$ cat src/rtl/sce_pkg.sv
// ----------------------------------------------------------------------------
// Softmax cross-entropy loss package
// Item types, command and status groups, and constant exp tables.
// ----------------------------------------------------------------------------
package sce_pkg;

  localparam int MAX_CLASSES_DEF = 32;
  localparam int CNT_W = 6;
  localparam logic [31:0] LN2_Q32 = 32'd2977044472;

  typedef struct packed {
    logic signed [15:0] logit;
    logic               target_hot;
    logic               last_class;
  } sce_in_t;

  typedef struct packed {
    logic [5:0]         class_index;
    logic signed [15:0] gradient;
    logic [15:0]        loss_value;
    logic               no_target;
    logic               last_result;
  } sce_out_t;

  typedef enum logic [1:0] {
    DIV_SEL_U,
    DIV_SEL_T,
    DIV_SEL_P
  } div_sel_t;

  typedef struct packed {
    logic     load;
    logic     run_clr;
    logic     exp_ld;
    logic     mul;
    logic     exp_wr;
    logic     ln_start;
    logic     ln_sq;
    logic     t_acc;
    logic     ln_fin;
    logic     j_clr;
    logic     emit;
    logic     div_start;
    div_sel_t div_sel;
  } sce_cmd_t;

  typedef struct packed {
    logic j_last;
    logic qc_zero;
    logic div_done;
    logic term_last;
  } sce_stat_t;

  typedef logic [32:0] exp_tab_t [256];

  // Divides a series term by 256 times the term number, truncating.
  function automatic longint unsigned term_scale(input longint unsigned x, input int n);
    longint unsigned y;
    y = x >> 8;
    case (n)
      1:       term_scale = y;
      2:       term_scale = y >> 1;
      3:       term_scale = y / 64'd3;
      4:       term_scale = y >> 2;
      5:       term_scale = y / 64'd5;
      6:       term_scale = y / 64'd6;
      7:       term_scale = y / 64'd7;
      8:       term_scale = y >> 3;
      9:       term_scale = y / 64'd9;
      10:      term_scale = y / 64'd10;
      11:      term_scale = y / 64'd11;
      12:      term_scale = y / 64'd12;
      default: term_scale = y;
    endcase
  endfunction

  function automatic logic [32:0] exp_series(input int unsigned r);
    longint sum;
    longint unsigned term;
    sum  = 64'sd4294967296;
    term = 64'd4294967296;
    for (int n = 1; n <= 12; n++) begin
      term = term_scale(term * r, n);
      if (n % 2 == 1) begin
        sum = sum - longint'(term);
      end else begin
        sum = sum + longint'(term);
      end
    end
    if (sum < 0) begin
      sum = 0;
    end
    return sum[32:0];
  endfunction

  function automatic exp_tab_t build_exp_tab();
    exp_tab_t t;
    for (int i = 0; i < 256; i++) begin
      t[i] = exp_series(i);
    end
    return t;
  endfunction

  localparam exp_tab_t EXP_TAB = build_exp_tab();
  localparam logic [31:0] EXP_E1 = 32'(exp_series(256));

endpackage

$ cat src/rtl/sce_ctrl.sv
// ----------------------------------------------------------------------------
// Softmax cross-entropy loss controller
// Sequences loading, the exp pass, the log series and the output pass.
// ----------------------------------------------------------------------------
module sce_ctrl (
  input  logic              clk,
  input  logic              rst_n,
  input  logic              start,
  input  logic              last_class,
  input  sce_pkg::sce_stat_t stat,
  output sce_pkg::sce_cmd_t  cmd,
  output logic              busy
);
  import sce_pkg::*;

  typedef enum logic [3:0] {
    S_IDLE, S_EXP_RD, S_EXP_LD, S_EXP_MUL, S_EXP_WR, S_LN_START, S_LN_DIV,
    S_LN_SQ, S_T_START, S_T_DIV, S_T_ACC, S_LN_FIN, S_OUT_RD, S_OUT_START,
    S_OUT_DIV, S_OUT_EMIT
  } state_t;

  state_t state_r, state_nxt;
  logic   busy_r;

  always_comb begin
    cmd = '0;
    cmd.div_sel = DIV_SEL_U;
    state_nxt = state_r;
    case (state_r)
      S_IDLE: begin
        if (start) begin
          cmd.load = 1'b1;
          if (last_class) begin
            cmd.run_clr = 1'b1;
            state_nxt = S_EXP_RD;
          end
        end
      end
      S_EXP_RD: state_nxt = S_EXP_LD;
      S_EXP_LD: begin
        cmd.exp_ld = 1'b1;
        state_nxt = S_EXP_MUL;
      end
      S_EXP_MUL: begin
        if (stat.qc_zero) begin
          state_nxt = S_EXP_WR;
        end else begin
          cmd.mul = 1'b1;
        end
      end
      S_EXP_WR: begin
        cmd.exp_wr = 1'b1;
        state_nxt = stat.j_last ? S_LN_START : S_EXP_RD;
      end
      S_LN_START: begin
        cmd.ln_start = 1'b1;
        cmd.div_start = 1'b1;
        cmd.div_sel = DIV_SEL_U;
        state_nxt = S_LN_DIV;
      end
      S_LN_DIV: if (stat.div_done) state_nxt = S_LN_SQ;
      S_LN_SQ: begin
        cmd.ln_sq = 1'b1;
        state_nxt = S_T_START;
      end
      S_T_START: begin
        cmd.div_start = 1'b1;
        cmd.div_sel = DIV_SEL_T;
        state_nxt = S_T_DIV;
      end
      S_T_DIV: if (stat.div_done) state_nxt = S_T_ACC;
      S_T_ACC: begin
        cmd.t_acc = 1'b1;
        state_nxt = stat.term_last ? S_LN_FIN : S_T_START;
      end
      S_LN_FIN: begin
        cmd.ln_fin = 1'b1;
        cmd.j_clr = 1'b1;
        state_nxt = S_OUT_RD;
      end
      S_OUT_RD: state_nxt = S_OUT_START;
      S_OUT_START: begin
        cmd.div_start = 1'b1;
        cmd.div_sel = DIV_SEL_P;
        state_nxt = S_OUT_DIV;
      end
      S_OUT_DIV: if (stat.div_done) state_nxt = S_OUT_EMIT;
      S_OUT_EMIT: begin
        cmd.emit = 1'b1;
        state_nxt = stat.j_last ? S_IDLE : S_OUT_RD;
      end
      default: state_nxt = S_IDLE;
    endcase
  end

  always_ff @(posedge clk) begin
    if (!rst_n) begin
      state_r <= S_IDLE;
      busy_r  <= 1'b0;
    end else begin
      state_r <= state_nxt;
      busy_r  <= state_nxt != S_IDLE;
    end
  end

  assign busy = busy_r;

endmodule

$ cat config.mk
export PLATFORM = sky130hd
export DESIGN_NAME = sce_ctrl
export DESIGN_NICKNAME = d
export VERILOG_FILES = /design/src/rtl/sce_pkg.sv /design/src/rtl/sce_ctrl.sv
export SDC_FILE = /design/constraint.sdc
export NUM_CORES = 1
export LEC_CHECK = 0
export ABC_AREA = 1
export BUFFER_PORTS_ARGS = -buffer_cell sky130_fd_sc_hd__buf_4
export CAP_MARGIN = 20
export CORE_AREA = 2 2 39 41
export CTS_CLUSTER_SIZE = 24
export DETAILED_ROUTE_END_ITERATION = 10
export DIE_AREA = 0 0 41 43
export PLACE_DENSITY = 0.62
export SLEW_MARGIN = 20
export SYNTH_ARGS = -nofsm -noshare
export SYNTH_HDL_FRONTEND = slang
export SYNTH_SLANG_ARGS = --single-unit
$ cat constraint.sdc
create_clock -name clk -period 2.9 [get_ports clk]
set_input_delay 0.725 -clock clk [delete_from_list [all_inputs] [get_ports clk]]
set_output_delay 0.725 -clock clk [all_outputs]
set_load 0.01 [all_outputs]
Word level (Yosys, flattened, before mapping)
Index checks and enable logic that the tools add are counted.
Widths: inputs -> output; s select.
- flip-flop bits (word level): 5
- latch bits: 0
- memory bits (writable): 0
- memory bits (read-only): 0
- output and inout port bits: 15
- word-level logic and storage cells: 42
- memories: 0
- add/sub/neg operators: 0
- $mul: 0
- div/mod/pow operators: 0
- $lt $le $gt $ge: 0
- eq/ne operators: 15
- shifts and indexed selects: 0
- muxes and demuxes: 23
- bitwise logic cells: 0
- reductions and logical operators: 2
- operators by type and width (cell ; count):
    $pmux 4 s16 ; 1
    $eq 4x4->1 const B ; 8
    $mux 4 ; 7
    $eq 4x3->1 const B ; 4
    $mux 1 ; 9
    $pmux 3 s3 ; 1
    $eq 4x2->1 const B ; 2
    $mux 2 ; 4
    $eq 4x1->1 const B ; 1
    $logic_not 4->1 ; 1
    $reduce_bool 4->1 ; 1
    $mux 3 ; 1

Depth between registers and ports, before layout
- depth in word-level cells: 4
- mapped depth: 9

Worst setup path after synthesis
OpenSTA, ideal clock, no wires.
- path type: in2out
- from: input start
- to: output cmd[12] in the netlist's numbering
- data arrival time: 1.101 ns
- required time: 2.175 ns
- slack: 1.074 ns
- cell stages on the path: 3
- cell sequence: and3_1 -> nand2_1 -> inv_1
- RTL lines (item ; RTL line ; source):
    start, declared ; sce_ctrl.sv:8 ; input logic start,
    end, declared ; sce_ctrl.sv:11 ; output sce_pkg::sce_cmd_t cmd,

==> results.py <==
metrics = {
    "worst_setup_path": {
        "cp.buffers_inverters": 3,
        "crit_path_start_kind": "flop",
        "worst_path_most_repeated_cell": "inv_1",
        "reg2reg_depth": 8,
        "crit_path_max_incr_delay_ns": 0.49,
        "regToRegStartpoint": "state_r[0]$_SDFF_PN0_",
        "path_class": "reg -> out",
        "r2r_end": "busy$_SDFF_PN0_",
        "cp_max_fo": 9,
        "path_delay_family": "flip-flops",
        "critPathArrivalTime_ns": 1.37,
        "end_kind": "output port",
        "slowest_stage": "dfxtp_1",
        "path_cells": "inv_1, nor2_1, inv_1, o21ai_0, buf_4",
        "required_ns": 2.17,
        "reg2reg_slack_ns": 1.60,
    },
    "clock_network": {
        "ctsHoldBuffers": 0,
        "worstSkewPairLatency_ns": 0.24,
        "cts_htree_levels": 1,
        "cts_sinks": 5,
        "cts_resized": 0,
        "cts_inserted_buffers": 3,
        "cts_tree": "yes",
        "root_buffer": "clkbuf_4",
        "cts_max_path_buffers": 2,
        "clkTransAtPathRegs_ns": 0.05,
        "post_cts_buffers": 0,
    },
    "placement": {
        "gp_congestion": 0.784,
        "pre_cts_ws_ns": 0.906,
        "dpl_cell_area_um2": 603,
        "hpwl_um": 884,
        "io_buffers": 22,
    },
    "global_routing": {
        "busiest_layer": "met2",
        "grt.overflow.total": 0,
        "globalRouteMet2Util": 0.209,
        "use_met3": 0.0157,
        "use_met1": 0.168,
        "grt_pass1_vias": 435,
        "antenna_found_initial": 0,
        "grt_usage": 0.141,
        "grt_max_degree": 10,
        "grt_pass1_wl_um": 1670,
    },
    "timing": {
        "tightest_slew_ns": 0.312,
        "slew_headroom": 0.792,
        "setup_tns_ns": 0,
        "max_freq_mhz": 478,
        "setup_viol": 0,
        "fin_hold_ws_ns": 0.713,
        "period_share": 0.722,
        "slew_viol_final": 0,
        "hold_viol": 0,
        "setup_slack_ns": 0.807,
        "rsz0062_at_grt": "no",
        "min_period_ns": 2.09,
        "finClkSkew_ns": 0.00198,
    },
    "final_layout": {
        "final_area_um2": 629,
        "fill_cells": 148,
        "diodes": 0,
        "layout-drive-gt1-share": 0.304,
        "area_growth_pct": 41.7,
        "fin_nets": 111,
    },
    "hold_path": {
        "whs_path_depth": 3,
        "min_path_type": "in -> reg",
        "hold_end": "state_r[0]$_SDFF_PN0_",
        "worstHoldStart": "rst_n",
    },
    "synth": {
        "synth.distinct_cells": 16,
        "synth_nets": 87,
        "ys_seq_area_frac": 0.225,
        "yosys_warnings": 0,
        "synth.cell_area_um2": 444,
        "synthCells": 79,
        "ys_ff_latch": 5,
        "avgSynthCellArea_um2": 5.62,
    },
    "die": {
        "die_height_um": 43,
        "start_util": 0.321,
        "die_w_um": 41,
        "rows": 14,
        "die_area_um2": 1760,
        "io_pins": 23,
        "core_area_um2": 1380,
    },
    "route": {
        "drt_iter0_markers": 3,
        "dr.pass1.iters": 3,
        "routed_wl_um": 1050,
        "vias_per_cell": 4.40,
        "drc": 0,
        "wire_per_inst_um": 8.86,
        "num_vias": 519,
        "ant_nets": 0,
    },
    "run_status": {
        "status": "finished, final reports clean",
    },
    "power_and_ir_drop": {
        "p_per_area_nw_per_um2": 365,
        "p_total_mw": 0.230,
        "leakage_nw": 0.406,
        "irDropWorstVdd_v": 0.000210,
    },
    "job": {
        "drv_cap": 0,
    },
}
-- power by group --
| part | total (mW) | internal, mW | switching [mW] |
|---|---|---|---|
| combinational | 0.0621 | 0.0290 | 0.0331 |
| sequential | 0.0859 | 0.0764 | 0.00948 |
| clock | 0.0817 | 0.0521 | 0.0296 |
| total | 0.230 | 0.158 | 0.0722 |
-- stage by stage --
step,instances,util
finish,118,0.455
global route,118,0.455
CTS,118,0.455
detailed placement,114,0.436
global placement,114,0.436
floorplan,79,-
-- cells in the final DEF (no fill, tap or decap), drive strengths merged --
| cell | synthesis | layout |
|---|---|---|
| buf | 3 | 22 |
| nand2 | 19 | 19 |
| inv | 19 | 19 |
| nor2 | 14 | 14 |
| nand3 | 11 | 11 |
| dfxtp | 5 | 5 |
| clkbuf | 0 | 4 |
| nor3 | 2 | 2 |
| a211oi | 2 | 2 |
| o21ai | 2 | 2 |
| and3 | 1 | 1 |
| o21bai | 1 | 1 |
-- worst max-delay path by stage --
stage / end / cells after the start / slack [ns] / from
6_report: cmd[2] / 5 / 0.81 / state_r[0]$_SDFF_PN0_
5_1_grt: cmd[2] / 5 / 0.63 / state_r[0]$_SDFF_PN0_
4_1_cts: cmd[2] / 5 / 0.79 / state_r[0]$_SDFF_PN0_
3_5_place_dp: cmd[12] / 5 / 0.91 / start
3_3_place_gp: cmd[12] / 5 / 0.91 / start
2_1_floorplan: cmd[12] / 3 / 1.07 / start
-- worst reg2reg max path: stages (launching register included) --
cell	delay (ns)
dfxtp_1	0.49
nand2_1	0.12
inv_1	0.12
nand2_1	0.09
o21ai_2	0.16
nor2_1	0.07
nand3_1	0.08
nand2_1	0.06
nand2_1	0.06
-- metal layers --
layer,wire [um],vias up
met4,8,0
met3,45,2
li1,-,285
met5,0,-
met1,455,222
met2,537,10
-- Yosys cell counts, drive strengths merged --
library cell	instances	area, um2
and3	1	6.26
nand3	11	55.1
o21ai	2	13.8
a211oi	2	15.0
inv	19	71.3
nand2	19	71.3
nor2	14	67.6
nor3	2	10.0
o21bai	1	7.51
dfxtp	5	100
buf	3	26.3
-- sequential cells by signal (all words and copies together) (netlist names) --
register,cells
busy,1
state_r,4
-- layout make-up --
| type | count | area (um2) | share of cell area |
|---|---|---|---|
| timing repair buffer | 22 | 165 | 0.262 |
| clock buffer | 4 | 26.3 | 0.0417 |
| inverter | 19 | 71.3 | 0.113 |
| tap | 16 | 20.0 | 0.0318 |
| sequential | 5 | 100 | 0.159 |
| multi-input combinational | 52 | 246 | 0.392 |
-- kinds of logic after synthesis --
family | share of synthesized area
flip-flops | 0.225
AO/OA/AOI/OAI | 0.0817
buffers and inverters | 0.220
AND/OR/NAND/NOR | 0.473
(Power assumes the default switching activity.)
